File: src/rtl/wps_pkg.sv
// Shared types, register codes and constants for the windowed peak search unit.
// No dependencies; imported by every module of the block.
package wps_pkg;

    localparam int MAX_DIM    = 1024;
    localparam int DIM_W      = $clog2(MAX_DIM) + 1;   // holds MAX_DIM itself
    localparam int POS_W      = $clog2(MAX_DIM);       // column / row counters
    localparam int SAMPLE_W   = 32;
    localparam int SEG_W      = 16;
    localparam int CFG_IDX_W  = 3;
    localparam int CFG_DATA_W = 16;

    // -9999.0 in Q16.16
    localparam logic signed [SAMPLE_W-1:0] PEAK_START = -32'sd655294464;

    localparam logic [CFG_IDX_W-1:0] REG_MAP_WIDTH  = 3'd0;
    localparam logic [CFG_IDX_W-1:0] REG_MAP_HEIGHT = 3'd1;
    localparam logic [CFG_IDX_W-1:0] REG_WIN_X_ST   = 3'd2;
    localparam logic [CFG_IDX_W-1:0] REG_WIN_X_WD   = 3'd3;
    localparam logic [CFG_IDX_W-1:0] REG_WIN_Y_ST   = 3'd4;
    localparam logic [CFG_IDX_W-1:0] REG_WIN_Y_WD   = 3'd5;
    localparam logic [CFG_IDX_W-1:0] REG_SEG_COUNT  = 3'd6;

    typedef struct packed {
        logic [10:0]      map_width;
        logic [10:0]      map_height;
        logic [11:0]      win_x_start;
        logic [11:0]      win_x_width;
        logic [11:0]      win_y_start;
        logic [11:0]      win_y_width;
        logic [SEG_W-1:0] seg_count;
    } t_cfg;

    // One classified pixel on its way from front to back.
    typedef struct packed {
        logic signed [SAMPLE_W-1:0] amplitude;
        logic                       in_win;
        logic                       done;
        logic [POS_W-1:0]           col;
        logic [POS_W-1:0]           row;
    } t_item;

    typedef struct packed {
        logic full;
        logic empty;
    } t_q_stat;

    // Map dimension as used: zero reads as one, oversize reads as MAX_DIM.
    function automatic logic [DIM_W-1:0] eff_dim(input logic [10:0] r);
        logic [DIM_W-1:0] d;
        if (r == 11'd0) begin
            d = DIM_W'(1);
        end else if (r > 11'(MAX_DIM)) begin
            d = DIM_W'(MAX_DIM);
        end else begin
            d = DIM_W'(r);
        end
        return d;
    endfunction

endpackage

File: src/rtl/wps_front.sv
// Front end: raster counters, window clamping and per-pixel classification.
// Depends on wps_pkg; pushes t_item entries into the queue.
module wps_front import wps_pkg::*; (
    input  logic                       i_clk,
    input  logic                       i_rst_n,
    input  t_cfg                       i_cfg,
    input  logic                       i_push,
    input  logic signed [SAMPLE_W-1:0] i_amplitude,
    output t_item                      o_item
);

    typedef struct packed {
        logic [DIM_W-1:0] lo;
        logic [DIM_W-1:0] hi;
    } t_span;

    function automatic t_span clamp_axis(input logic [11:0] sreg, input logic [11:0] wreg,
                                         input logic [DIM_W-1:0] dim);
        logic signed [13:0] st;
        logic signed [13:0] wd;
        logic signed [13:0] d;
        logic signed [13:0] sum;
        t_span sp;
        d  = $signed(14'(dim));
        st = $signed({{2{sreg[11]}}, sreg});
        wd = $signed({{2{wreg[11]}}, wreg});
        if (st < 14'sd0) st = 14'sd0;
        if (st > d) st = d;
        if (wd < 14'sd0) wd = 14'sd1;
        if (wd > d) wd = d;
        if (st + wd > d) wd = d - st;
        sum   = st + wd;
        sp.lo = st[DIM_W-1:0];
        sp.hi = sum[DIM_W-1:0];
        return sp;
    endfunction

    logic [POS_W-1:0] r_col, n_col;
    logic [POS_W-1:0] r_row, n_row;
    logic [DIM_W-1:0] eff_w, eff_h;
    t_span            span_x, span_y;
    logic             last_col, done, in_win;

    assign eff_w  = eff_dim(i_cfg.map_width);
    assign eff_h  = eff_dim(i_cfg.map_height);
    assign span_x = clamp_axis(i_cfg.win_x_start, i_cfg.win_x_width, eff_w);
    assign span_y = clamp_axis(i_cfg.win_y_start, i_cfg.win_y_width, eff_h);

    assign in_win = (DIM_W'(r_col) >= span_x.lo) && (DIM_W'(r_col) < span_x.hi) &&
                    (DIM_W'(r_row) >= span_y.lo) && (DIM_W'(r_row) < span_y.hi);

    // counters may sit past the edge after a dimension change: wrap on >=
    assign last_col = DIM_W'(r_col) >= eff_w - DIM_W'(1);
    assign done     = last_col && (DIM_W'(r_row) >= eff_h - DIM_W'(1));

    always_comb begin
        n_col = r_col;
        n_row = r_row;
        if (i_push) begin
            if (done) begin
                n_col = '0;
                n_row = '0;
            end else if (last_col) begin
                n_col = '0;
                n_row = r_row + POS_W'(1);
            end else begin
                n_col = r_col + POS_W'(1);
            end
        end
    end

    always_ff @(posedge i_clk) begin
        if (!i_rst_n) begin
            r_col <= '0;
            r_row <= '0;
        end else begin
            r_col <= n_col;
            r_row <= n_row;
        end
    end

    assign o_item.amplitude = i_amplitude;
    assign o_item.in_win    = in_win;
    assign o_item.done      = done;
    assign o_item.col       = r_col;
    assign o_item.row       = r_row;

endmodule

File: src/rtl/wps_queue.sv
// Two-entry queue between the classifier and the divide/track back end.
// Depends on wps_pkg for t_item and t_q_stat.
module wps_queue import wps_pkg::*; (
    input  logic    i_clk,
    input  logic    i_rst_n,
    input  logic    i_push,
    input  t_item   i_item,
    input  logic    i_pop,
    output t_item   o_item,
    output t_q_stat o_stat
);

    t_item      r_mem [2];
    logic       r_wr_ptr, r_rd_ptr;
    logic [1:0] r_count, n_count;

    assign o_stat.full  = r_count == 2'd2;
    assign o_stat.empty = r_count == 2'd0;
    assign o_item       = r_mem[r_rd_ptr];

    always_comb begin
        n_count = r_count;
        if (i_push && !i_pop) n_count = r_count + 2'd1;
        if (!i_push && i_pop) n_count = r_count - 2'd1;
    end

    always_ff @(posedge i_clk) begin
        if (i_push) r_mem[r_wr_ptr] <= i_item;
    end

    always_ff @(posedge i_clk) begin
        if (!i_rst_n) begin
            r_wr_ptr <= 1'b0;
            r_rd_ptr <= 1'b0;
            r_count  <= 2'd0;
        end else begin
            if (i_push) r_wr_ptr <= ~r_wr_ptr;
            if (i_pop)  r_rd_ptr <= ~r_rd_ptr;
            r_count <= n_count;
        end
    end

endmodule

File: src/rtl/wps_back.sv
// Back end: radix-2 divider for normalization, peak tracker and output register.
// Depends on wps_pkg; pops t_item entries from the queue.
module wps_back import wps_pkg::*; (
    input  logic                       i_clk,
    input  logic                       i_rst_n,
    input  t_cfg                       i_cfg,
    input  t_item                      i_item,
    input  logic                       i_q_empty,
    output logic                       o_pop,
    output logic                       o_valid,
    input  logic                       i_ready,
    output logic signed [SAMPLE_W-1:0] o_normalized_amplitude,
    output logic signed [SAMPLE_W-1:0] o_peak_amplitude,
    output logic signed [POS_W-1:0]    o_peak_x,
    output logic signed [POS_W-1:0]    o_peak_y,
    output logic                       o_peak_found,
    output logic                       o_frame_done
);

    typedef enum logic [2:0] {
        ST_IDLE = 3'b001,
        ST_DIV  = 3'b010,
        ST_FIN  = 3'b100
    } t_state;

    localparam int CNT_W = $clog2(SAMPLE_W);

    t_state                     r_state, n_state;
    t_item                      r_item;
    logic [SAMPLE_W-1:0]        r_quo;
    logic [SEG_W-1:0]           r_rem;
    logic [SEG_W-1:0]           r_div;
    logic                       r_neg;
    logic [CNT_W-1:0]           r_cnt;

    logic signed [SAMPLE_W-1:0] r_best_val;
    logic [POS_W-1:0]           r_best_col, r_best_row;
    logic                       r_found;

    logic                       r_o_valid;
    logic signed [SAMPLE_W-1:0] r_o_norm, r_o_peak;
    logic [POS_W-1:0]           r_o_px, r_o_py;
    logic                       r_o_found, r_o_done;

    logic [SEG_W:0]             trial;
    logic                       ge;
    logic signed [SAMPLE_W-1:0] quo_s;
    logic                       take;
    logic signed [SAMPLE_W-1:0] n_best_val;
    logic [POS_W-1:0]           n_best_col, n_best_row;
    logic                       n_found;
    logic [DIM_W-1:0]           eff_w, eff_h;
    logic                       fin_fire, out_xfer;

    assign o_pop    = (r_state == ST_IDLE) && !i_q_empty;
    assign out_xfer = r_o_valid && i_ready;
    assign fin_fire = (r_state == ST_FIN) && (!r_o_valid || i_ready);

    // restoring step: shift the next dividend bit into the remainder
    assign trial = {r_rem, r_quo[SAMPLE_W-1]};
    assign ge    = trial >= {1'b0, r_div};

    assign quo_s = r_neg ? -$signed(r_quo) : $signed(r_quo);

    assign take       = r_item.in_win && (quo_s > r_best_val);
    assign n_best_val = take ? quo_s : r_best_val;
    assign n_best_col = take ? r_item.col : r_best_col;
    assign n_best_row = take ? r_item.row : r_best_row;
    assign n_found    = take || r_found;

    assign eff_w = eff_dim(i_cfg.map_width);
    assign eff_h = eff_dim(i_cfg.map_height);

    always_comb begin
        n_state = r_state;
        case (r_state)
            ST_IDLE: if (!i_q_empty) n_state = ST_DIV;
            ST_DIV:  if (r_cnt == '0) n_state = ST_FIN;
            ST_FIN:  if (fin_fire) n_state = ST_IDLE;
            default: n_state = ST_IDLE;
        endcase
    end

    // divider datapath
    always_ff @(posedge i_clk) begin
        if (o_pop) begin
            r_item <= i_item;
            r_neg  <= i_item.amplitude[SAMPLE_W-1];
            r_quo  <= i_item.amplitude[SAMPLE_W-1] ? SAMPLE_W'(-i_item.amplitude)
                                                   : SAMPLE_W'(i_item.amplitude);
            r_rem  <= '0;
            r_div  <= (i_cfg.seg_count == '0) ? SEG_W'(1) : i_cfg.seg_count;
            r_cnt  <= CNT_W'(SAMPLE_W - 1);
        end else if (r_state == ST_DIV) begin
            r_rem <= ge ? SEG_W'(trial - {1'b0, r_div}) : trial[SEG_W-1:0];
            r_quo <= {r_quo[SAMPLE_W-2:0], ge};
            r_cnt <= r_cnt - CNT_W'(1);
        end
    end

    // result register
    always_ff @(posedge i_clk) begin
        if (fin_fire) begin
            r_o_norm  <= quo_s;
            r_o_peak  <= n_best_val;
            r_o_found <= n_found;
            r_o_done  <= r_item.done;
            r_o_px    <= n_found ? n_best_col - eff_w[POS_W:1] : '0;
            r_o_py    <= n_found ? n_best_row - eff_h[POS_W:1] : '0;
        end
    end

    always_ff @(posedge i_clk) begin
        if (!i_rst_n) begin
            r_state    <= ST_IDLE;
            r_o_valid  <= 1'b0;
            r_best_val <= PEAK_START;
            r_best_col <= '0;
            r_best_row <= '0;
            r_found    <= 1'b0;
        end else begin
            r_state <= n_state;
            if (fin_fire) begin
                r_o_valid <= 1'b1;
            end else if (out_xfer) begin
                r_o_valid <= 1'b0;
            end
            if (fin_fire) begin
                // last pixel of the frame restarts the search
                if (r_item.done) begin
                    r_best_val <= PEAK_START;
                    r_best_col <= '0;
                    r_best_row <= '0;
                    r_found    <= 1'b0;
                end else begin
                    r_best_val <= n_best_val;
                    r_best_col <= n_best_col;
                    r_best_row <= n_best_row;
                    r_found    <= n_found;
                end
            end
        end
    end

    assign o_valid                = r_o_valid;
    assign o_normalized_amplitude = r_o_norm;
    assign o_peak_amplitude       = r_o_peak;
    assign o_peak_x               = $signed(r_o_px);
    assign o_peak_y               = $signed(r_o_py);
    assign o_peak_found           = r_o_found;
    assign o_frame_done           = r_o_done;

endmodule

File: src/rtl/windowed_peak_search_unit.sv
// Windowed peak search unit: config registers, classifier, queue, divide/track back end.
// Depends on wps_pkg, wps_front, wps_queue and wps_back.
// Each accepted pixel passes through the queue, the normalization divider and the result register.
// The back end pops a new pixel only once idle; the divider yields one quotient bit per cycle.
// Reset (synchronous, active low): registers return to their defaults, queue empties,
// raster counters and peak tracker clear.
module windowed_peak_search_unit import wps_pkg::*; (
    input  logic                       i_clk,
    input  logic                       i_rst_n,
    input  logic                       i_cfg_we,
    input  logic [CFG_IDX_W-1:0]       i_cfg_index,
    input  logic [CFG_DATA_W-1:0]      i_cfg_data,
    input  logic                       i_valid,
    output logic                       o_ready,
    input  logic signed [SAMPLE_W-1:0] i_amplitude,
    output logic                       o_valid,
    input  logic                       i_ready,
    output logic signed [SAMPLE_W-1:0] o_normalized_amplitude,
    output logic signed [SAMPLE_W-1:0] o_peak_amplitude,
    output logic signed [POS_W-1:0]    o_peak_x,
    output logic signed [POS_W-1:0]    o_peak_y,
    output logic                       o_peak_found,
    output logic                       o_frame_done
);

    t_cfg    r_cfg;
    t_item   front_item, q_item;
    t_q_stat q_stat;
    logic    push, pop;

    always_ff @(posedge i_clk) begin
        if (!i_rst_n) begin
            r_cfg.map_width   <= 11'd1024;
            r_cfg.map_height  <= 11'd1024;
            r_cfg.win_x_start <= 12'd0;
            r_cfg.win_x_width <= 12'd1024;
            r_cfg.win_y_start <= 12'd0;
            r_cfg.win_y_width <= 12'd1024;
            r_cfg.seg_count   <= 16'd1;
        end else if (i_cfg_we) begin
            case (i_cfg_index)
                REG_MAP_WIDTH:  r_cfg.map_width   <= i_cfg_data[10:0];
                REG_MAP_HEIGHT: r_cfg.map_height  <= i_cfg_data[10:0];
                REG_WIN_X_ST:   r_cfg.win_x_start <= i_cfg_data[11:0];
                REG_WIN_X_WD:   r_cfg.win_x_width <= i_cfg_data[11:0];
                REG_WIN_Y_ST:   r_cfg.win_y_start <= i_cfg_data[11:0];
                REG_WIN_Y_WD:   r_cfg.win_y_width <= i_cfg_data[11:0];
                REG_SEG_COUNT:  r_cfg.seg_count   <= i_cfg_data[SEG_W-1:0];
                default: ;
            endcase
        end
    end

    assign o_ready = !q_stat.full;
    assign push    = i_valid && o_ready;

    wps_front u_front (
        .i_clk       (i_clk),
        .i_rst_n     (i_rst_n),
        .i_cfg       (r_cfg),
        .i_push      (push),
        .i_amplitude (i_amplitude),
        .o_item      (front_item)
    );

    wps_queue u_queue (
        .i_clk   (i_clk),
        .i_rst_n (i_rst_n),
        .i_push  (push),
        .i_item  (front_item),
        .i_pop   (pop),
        .o_item  (q_item),
        .o_stat  (q_stat)
    );

    wps_back u_back (
        .i_clk                  (i_clk),
        .i_rst_n                (i_rst_n),
        .i_cfg                  (r_cfg),
        .i_item                 (q_item),
        .i_q_empty              (q_stat.empty),
        .o_pop                  (pop),
        .o_valid                (o_valid),
        .i_ready                (i_ready),
        .o_normalized_amplitude (o_normalized_amplitude),
        .o_peak_amplitude       (o_peak_amplitude),
        .o_peak_x               (o_peak_x),
        .o_peak_y               (o_peak_y),
        .o_peak_found           (o_peak_found),
        .o_frame_done           (o_frame_done)
    );

    a_q_state: assert property (@(posedge i_clk) disable iff (!i_rst_n)
        !(q_stat.full && q_stat.empty))
        else $error("queue reports full and empty together");

    a_push_lands: assert property (@(posedge i_clk) disable iff (!i_rst_n)
        push |=> !q_stat.empty)
        else $error("accepted pixel missing from queue");

    a_no_peak_pos: assert property (@(posedge i_clk) disable iff (!i_rst_n)
        (o_valid && !o_peak_found) |-> (o_peak_x == '0 && o_peak_y == '0))
        else $error("peak position set without a found peak");

endmodule
File: config.mk
export PLATFORM = sky130hd
export DESIGN_NAME = windowed_peak_search_unit
export DESIGN_NICKNAME = d
export VERILOG_FILES = /design/src/rtl/wps_pkg.sv /design/src/rtl/wps_front.sv /design/src/rtl/wps_queue.sv /design/src/rtl/wps_back.sv /design/src/rtl/windowed_peak_search_unit.sv
export SDC_FILE = /design/constraint.sdc
export NUM_CORES = 1
export LEC_CHECK = 0
export BUFFER_PORTS_ARGS = -buffer_cell sky130_fd_sc_hd__buf_4
export CORE_MARGIN = 3
export CORE_UTILIZATION = 45
export CTS_CLUSTER_DIAMETER = 60
export DETAILED_ROUTE_END_ITERATION = 6
export GPL_ROUTABILITY_DRIVEN = 1
export GPL_TIMING_DRIVEN = 1
export MAX_ROUTING_LAYER = met4
export PLACE_DENSITY_LB_ADDON = 0.15
export SETUP_SLACK_MARGIN = 0.2
export SKIP_CTS_REPAIR_TIMING = 1
export SYNTH_ARGS = -nofsm -noshare
export SYNTH_HDL_FRONTEND = slang
export SYNTH_SLANG_ARGS = --single-unit
File: constraint.sdc
create_clock -name i_clk -period 13.8 [get_ports i_clk]
set_input_delay 1.38 -clock i_clk [delete_from_list [all_inputs] [get_ports i_clk]]
set_output_delay 1.38 -clock i_clk [all_outputs]
set_load 0.05 [all_outputs]
* After elaboration in Yosys (flattened, before gate mapping)
Memories as Yosys holds them, arrays and structs flattened. A register that Yosys moved wholly into a read port is not among the register bits. Cells that the tools add are included. W data, S select, Z words.
Storage, ports and cells: register bits 345, latch bits 0, memory bits (writable) 108, bits in read-only memories 0, output and inout port bits 88, memories 1
Memories:
- u_queue.r_mem | depth 2, bits a word 54, rd ports 1, clocked after memory_dff 1, write ports 1, RTL line wps_queue.sv:13 | t_item r_mem [2];
Cells by class: add/subtract/negate cells 18, multiply operators 0, divide/modulo/power cells 0, order comparisons 20, equal/unequal tests 13, shift-type cells 0, muxes and demuxes 42, bitwise gates (word level) 2, reduce and logical (&&, ||, !) cells 37
Operator list (count):
- $mux W32 | 6
- $mux W14 | 8
- $gt A14 B12 Y1 | 6
- $mux W10 | 8
- $mux W11 | 6
- $neg A32 Y32 | 2
- $lt A12 B1 Y1 const B | 4
- $ge A10 B11 Y1 | 4
- $gt A32 B32 Y1 | 1
- $add A14 B14 Y14 | 2
- $add A11 B11 Y11 | 2
- $gt A11 B11 Y1 const B | 2
- $logic_not A11 Y1 | 2
- $lt A10 B11 Y1 | 2
- $sub A11 B1 Y11 const B | 2
- $sub A11 B11 Y11 | 2
- $add A10 B1 Y10 const B | 2
- $sub A10 B10 Y10 | 2
- $ge A17 B16 Y1 | 1
- $logic_not A16 Y1 | 1
- $mux W16 | 1
- $reduce_and A2 Y1 | 8
- $sub A16 B16 Y16 | 1
- $eq A3 B3 Y1 const B | 4
- other kinds (21) | 53

* Longest topological paths before layout
Gate-level depths: netlist of the first run.
word-level depth 13, mapped depth 57

* Hierarchy
A second synthesis of the first run with hierarchy kept.
Unflattened totals: cells, all modules 2852, area total of the unflattened synthesis 28102.0 sq um
Modules (own cells, without submodules):
- wps_back | instances 1, cells each 1203, area an instance 12433.2 sq um, sequential area each 6276.0 sq um
- wps_front | instances 1, cells each 1151, area an instance 8379.3 sq um, sequential area each 400.4 sq um
- wps_queue | instances 1, cells each 190, area an instance 4097.7 sq um, sequential area each 3343.2 sq um
- windowed_peak_search_unit | instances 1, cells each 308, area an instance 3191.8 sq um, sequential area each 1721.7 sq um

* Worst setup path after synthesis of the first run
Ideal clock, no wire load.
path type register -> register, start register r_cfg[74] in the netlist's numbering, end memory u_queue.r_mem[0][21] in the netlist's numbering, data pin, setup time 0.184 ns, arrival time 9.414 ns, required time 13.616 ns, slack 4.202 ns, cell stages (with the launch flop) 55, path buffers 6, period minus slack after synthesis 9.598 ns, cell sequence dfxtp_1 clkbuf_1 inv_1 clkbuf_1 nand2_1 ha_1 nor2b_1 o21a_1 o21a_1 o21a_1 o21a_1 o2111ai_1 a21oi_1 o21ai_0 clkbuf_1 clkbuf_1 mux2i_1 ha_1 [... 19 more ...] o21ai_0 ha_1 fa_1 inv_1 ha_1 a21o_1 a21o_1 a21oi_1 nor2b_1 o21ai_0 nand2b_1 a21oi_1 nor2b_1 o21ai_0 nand2b_1 a21oi_1 o221ai_1 a211oi_1
RTL lines:
- start: declaration | RTL line windowed_peak_search_unit.sv:26 | t_cfg r_cfg;
- end: declaration | RTL line wps_queue.sv:13

==> impl_metrics.tcl, run 1 <==
set metrics [dict create \
    arrival_ns 11.34 \
    rows 89 \
    cts.path.max_buffers 3 \
    syn_area_per_cell_um2 9.868 \
    synth_common_cells "nand2_1, edfxtp_1, ha_1" \
    io_pins 144 \
    synth-seq-area-share_pct 43.30 \
    drv_cap 0 \
    grt_max_degree 79 \
    clk-insertion-delay-late_ns 0.60 \
    cts.sinks 454 \
    seqPwrFrac_pct 37.6 \
    layout.nets 3161 \
    synth-seq-cells 454 \
    area_delta_synth_final_pct 12.50 \
    wl_met2_mm 33.41 \
    final_area_um2 30510 \
    fill_cells 5414 \
    post-route-period-util_pct 79.43 \
    holdCritStartpoint "u_back.r_rem[15]" \
    gp_congestion 0.9276 \
    vias_per_cell 5.516 \
    die_x_um 251.5 \
    synth_top_area_cell "edfxtp_1" \
    die_h_um 251.5 \
    swShare_pct 35.93 \
    synth.top_cell.area_share_pct 29.35 \
    leakage_nw 12.57 \
    crit_path_start_kind "flip-flop" \
    async_flop_share_pct 0 \
    drv_slew 0 \
    wl_met3_mm 3.304 \
    layout-drive-gt1-share_pct 11.57 \
    yosysMostFrequentCell "nand2_1" \
    rsz0062_at_grt "no" \
    synth_compound_area_share_pct 16.20 \
    ant_nets 0 \
    vdd_drop_max_uv 147.4 \
    antenna_found_initial 4 \
    maxSlewHeadroom_pct 13.04 \
    final_util_pct 51.40 \
    worst_pin_slew_ns 1.294 \
    postSynthCellCount 2748 \
    wl_met1_mm 31.03 \
    fmax_ghz 0.09123 \
    fin_tns_setup_ns 0 \
    crit_type "reg2reg" \
    grt_pass1_wl_mm 110.2 \
    drc 0 \
    end_kind "flip-flop" \
    synth_simple_gate_area_share_pct 14.04 \
    cts_root_buffer "clkbuf_16" \
    cts_tree "built" \
    critPathRequiredTime_ns 14.18 \
    path_max_fanout 20 \
    synth-xor-area-share_pct 6.007 \
    period_minus_slack_ns 10.96 \
    yosysUniqueCellTypes 92 \
    synth_ff_type "edfxtp_1" \
    cts_max_level 2 \
    portBuffers 143 \
    comb_power_share_pct 36.6 \
    crit_slowest_cell "o311a_1" \
    outcome "complete, no violations" \
    crit_start "r_cfg[65]" \
    switchingPower_mw 1.793 \
    yosys-top-cells-area "edfxtp_1, dfxtp_1, ha_1" \
    fin_hold_ws_ns 0.4609 \
    hold_path_class "reg2reg" \
    grt_pass1_vias 20223 \
    overflow 0 \
    synth_top_family_by_area "compound AO/OA/AOI/OAI gates" \
    regArea_um2 11750 \
    wirelength_mm 69.74 \
    dr.pass1.iters 5 \
    initial_core_util_pct 45.69 \
    total_power_mw 4.990 \
    routed.top_layer "met4" \
    post_dp_cell_area_um2 28880 \
    intPower_mw 3.197 \
    synthMuxAreaShare_pct 4.282 \
    hpwl_mm 52.70 \
    syn-cell-area_um2 27120 \
    hold_viol_final 0 \
    synth-edff-count 265 \
    cpMostUsedCell "a21oi_1" \
    drt_first_iter_violations 1114 \
    yosys_warnings 0 \
    clk_pin_slew_ns 0.06 \
    fin_skew_ns 0.04457 \
    powerDensity_nw_per_um2 163.6 \
    clkPwrFrac_pct 25.8 \
    track_usage_pct 22.50 \
    synth_fa_ha_area_share_pct 12.14 \
    die-area_um2 63240 \
    multi_input_area_um2 14310 \
    vias 20215 \
    wl_per_cell_um 19.03 \
    cp_slowest_stage_delay_ns 0.74 \
    worstReg2RegStart "r_cfg[65]" \
    synthesis.nets 3060 \
    fp.coreArea_um2 59350 \
    finalSetupViolations 0 \
    cts_made_buffers 49 \
]
==> sequential cells by signal, indices dropped and copies added, names as in the netlist, 16 cells and up, named ones only <==
signal,count
u_back.o_normalized_amplitude,32
u_back.r_rem,16
u_queue.r_mem,108
r_cfg,86
u_back.r_quo,32
u_back.r_item,22
u_back.r_best_val,32
u_back.o_peak_amplitude,32
u_back.r_div,16
==> worst max-delay path, delay by kind of cell, from the launching register on <==
kind                     cells  cell delay (ns)
AO/OA/AOI/OAI               29             5.61
adder cells (fa/ha/maj)      7             2.05
AND/OR/NAND/NOR              7             1.16
buffers and inverters        4             0.71
multiplexers                 1             0.54
XOR/XNOR                     2             0.36
flip-flops                   1             0.32
==> worst paths after layout <==
check | end | slack (ns) | cells after the start
max | u_queue.r_mem[0][21] | 2.84 | 50
min | u_back.r_rem[15] | 0.46 | 2
max reg2reg | u_queue.r_mem[0][21] | 2.84 | 50
min reg2reg | u_back.r_rem[15] | 0.46 | 2
==> cells by family (layout without fill, tap and decap cells) <==
logic type               count (synthesis)  after routing
flip-flops                             454            454
other                                    0              4
multiplexers                           109            109
AO/OA/AOI/OAI                          645            645
AND/OR/NAND/NOR                        813            813
buffers and inverters                  281            421
adder cells (fa/ha/maj)                260            260
XOR/XNOR                               186            186
==> cell usage in the layout, fill, tap and decap left out, types with 72 or more instances in the layout <==
cell type    n
a21boi_0    90
buf_4      162
a21o_1      74
dfxtp_1    188
nand2_1    376
edfxtp_1   265
nor2_1     135
xnor2_1    126
inv_1      164
a21oi_1    102
o21ai_0    176
nor2b_1     72
ha_1       250
==> power groups by stage <==
stage	logic, mW	clock network, mW	registers [mW]
2_1_floorplan	1.40	0	1.85
5_1_grt	2.07	1.37	1.90
4_1_cts	1.85	1.32	1.88
3_5_place_dp	1.83	0	1.91
3_3_place_gp	1.80	0	1.90
6_report	1.83	1.29	1.88
==> layout make-up <==
| type | count | share of cell area, % |
|---|---|---|
| multi-input cells | 2013 | 46.92 |
| well taps | 773 | 3.170 |
| repair buffers | 162 | 3.987 |
| clock buffers | 67 | 4.471 |
| inverters | 169 | 2.104 |
| flip-flops and latches | 454 | 38.50 |
| diodes | 4 | 0.03281 |
| clock inverters | 23 | 0.8162 |
==> metrics by stage <==
| stage | std cells | setup slack (ns) |
|---|---|---|
| 6_report | 3665 | 2.839 |
| 5_1_grt | 3665 | 1.947 |
| 4_1_cts | 3661 | 2.763 |
| 3_5_place_dp | 3571 | 2.816 |
| 3_3_place_gp | 3571 | 2.966 |
| 2_1_floorplan | 2748 | 4.202 |
==> metal layers <==
layer / global-route usage [%] / vias up
li1: - / 10013
met1: 28.31 / 9650
met2: 37.56 / 444
met3: 3.206 / 108
met4: 7.227 / 0
met5: - / -
Power figures use the tool's default switching activity.
==> inputs of run 2 (changes only) <==
==> constraint.sdc (replaced) <==
create_clock -name i_clk -period 9.75 [get_ports i_clk]
set_input_delay 0.975 -clock i_clk [delete_from_list [all_inputs] [get_ports i_clk]]
set_output_delay 0.975 -clock i_clk [all_outputs]
set_load 0.05 [all_outputs]
==> run 2 against run 1 <==
  * Largest cell class unchanged
  * Via count is 0.63% higher
  * Highest routed layer unchanged
  * First-iteration DRC count shrank 1.1%
  * Non-clock buffer count rose by 47
  * Utilization up 1.0 points
  * Die area stayed put
  * Sequential share of layout area down 0.75 points
  * Cell count is 1.4% higher
==> impl_metrics.tcl, run 2 (same netlist as run 1, synthesis figures left out) <==
set metrics [dict create \
    overflow 0 \
    fin_ws_ns 0.7430 \
    rows 89 \
    dr.pass1.iters 5 \
    reg.largest.list "u_queue.r_mem: 108 flops, r_cfg: 86 flops" \
    place_worst_setup_slack_ns 0.2934 \
    drv_cap 0 \
    crit_slowest_cell "dfxtp_1" \
    hold_viol_final 0 \
    hold_path_class "reg2reg" \
    clk-insertion-delay-late_ns 0.60 \
    top_register "u_queue.r_mem" \
    layout.nets 3209 \
    post-route-period-util_pct 92.38 \
    ant_nets 0 \
    leakage_nw 12.86 \
    grt_pass1_vias 20111 \
    fin_skew_ns 0.02202 \
    io_pins 144 \
    vias_per_cell 5.476 \
    clk_pin_slew_ns 0.06 \
    fmax_ghz 0.1110 \
    antenna_found_initial 4 \
    wirelength_mm 71.42 \
    period_minus_slack_ns 9.007 \
    critPathRequiredTime_ns 10.15 \
    outcome "complete, no violations" \
    total_power_mw 7.248 \
    grt_pass1_wl_mm 111.6 \
    track_usage_pct 22.93 \
    gp_congestion 0.9671 \
    layout-drive-gt1-share_pct 13.99 \
    area_delta_synth_final_pct 14.72 \
    cpMostUsedCell "ha_1" \
    cts_tree "built" \
    maxSlewHeadroom_pct 15.59 \
    mostFrequentLayoutCells "nand2_1, edfxtp_1, ha_1, buf_4, dfxtp_1" \
    cts_max_level 2 \
    rsz0062_at_grt "no" \
    vias 20342 \
    path_max_fanout 9 \
    portBuffers 143 \
    worst_pin_slew_ns 1.266 \
    hpwl_mm 53.69 \
    fp.coreArea_um2 59350 \
    vdd_drop_max_uv 141.9 \
    powerDensity_nw_per_um2 233.0 \
    arrival_ns 9.41 \
    cp_slowest_stage_delay_ns 0.45 \
    cts.path.max_buffers 3 \
    cts_made_buffers 50 \
    drc 0 \
    initial_core_util_pct 45.69 \
    layout_commonest_cell "nand2_1" \
    fin_tns_setup_ns 0 \
    die_h_um 251.5 \
    finalSetupViolations 0 \
    largest_register_ffs 108 \
    wl_per_cell_um 19.23 \
    cts.sinks 454 \
    die_x_um 251.5 \
    cts_root_buffer "clkbuf_16" \
    die-area_um2 63240 \
    drv_slew 0 \
    end_kind "flip-flop" \
    drt_first_iter_violations 1102 \
    grt_max_degree 80 \
    crit_path_start_kind "flip-flop" \
    crit_type "reg2reg" \
]
-- run 2: per-stage QoR --
stage                     cells  cell area, µm²  util [%]  hold slack, ns
after floorplan            2748           27120         -          0.4257
after global placement     3600           29100     49.03          0.4392
after detailed placement   3600           29100     49.03          0.4529
after CTS                  3693           30860     51.99          0.4634
after global routing       3715           31110     52.41          0.4751
final                      3715           31110     52.41          0.4586
-- run 2: report_power, final --
| group | switching (mW) | leakage (nW) | internal, mW | total [mW] |
|---|---|---|---|---|
| Combinational | 1.58 | 8.00 | 1.05 | 2.63 |
| Sequential | 0.169 | 4.01 | 2.46 | 2.63 |
| Clock | 0.785 | 0.854 | 1.20 | 1.99 |
-- run 2: layout make-up --
type / instances / area (µm²)
Antenna cell: 4 / 10.01
Clock buffer: 64 / 1348
Clock inverter: 29 / 411.6
Fill cell: 5414 / 28240
Inverter: 169 / 649.4
Multi-Input combinational cell: 2013 / 14410
Sequential cell: 454 / 11750
Tap cell: 773 / 967.2
Timing Repair Buffer: 209 / 1574
-- run 2: layer usage --
layer / part of all wire (%) / wire, µm / vias to the layer above / global-route usage [%]
met5: 0 / 0 / - / -
met4: 2.9 / 2050 / 0 / 7.161
met3: 4.7 / 3326 / 113 / 3.907
met2: 47 / 33680 / 397 / 37.34
met1: 45 / 32370 / 9705 / 29.33
li1: - / - / 10127 / -
-- run 2: worst paths after layout --
| path | endpoint | cells after the start | slack, ns | startpoint |
|---|---|---|---|---|
| max | u_queue.r_mem[0][21] | 42 | 0.74 | r_cfg[85] |
| min | r_cfg[47] | 2 | 0.46 | r_cfg[47] |
| min reg2reg | r_cfg[47] | 2 | 0.46 | r_cfg[47] |
| max reg2reg | u_queue.r_mem[0][21] | 42 | 0.74 | r_cfg[85] |
-- run 2: worst max-delay path, delay by kind of cell, from the launching register on --
family,cells,cell delay [ns]
xor+xnor,2,0.28
flops,1,0.45
simple gates,11,1.93
compound gates,20,3.94
fa+ha+maj,5,1.45
buf+inv,4,0.73
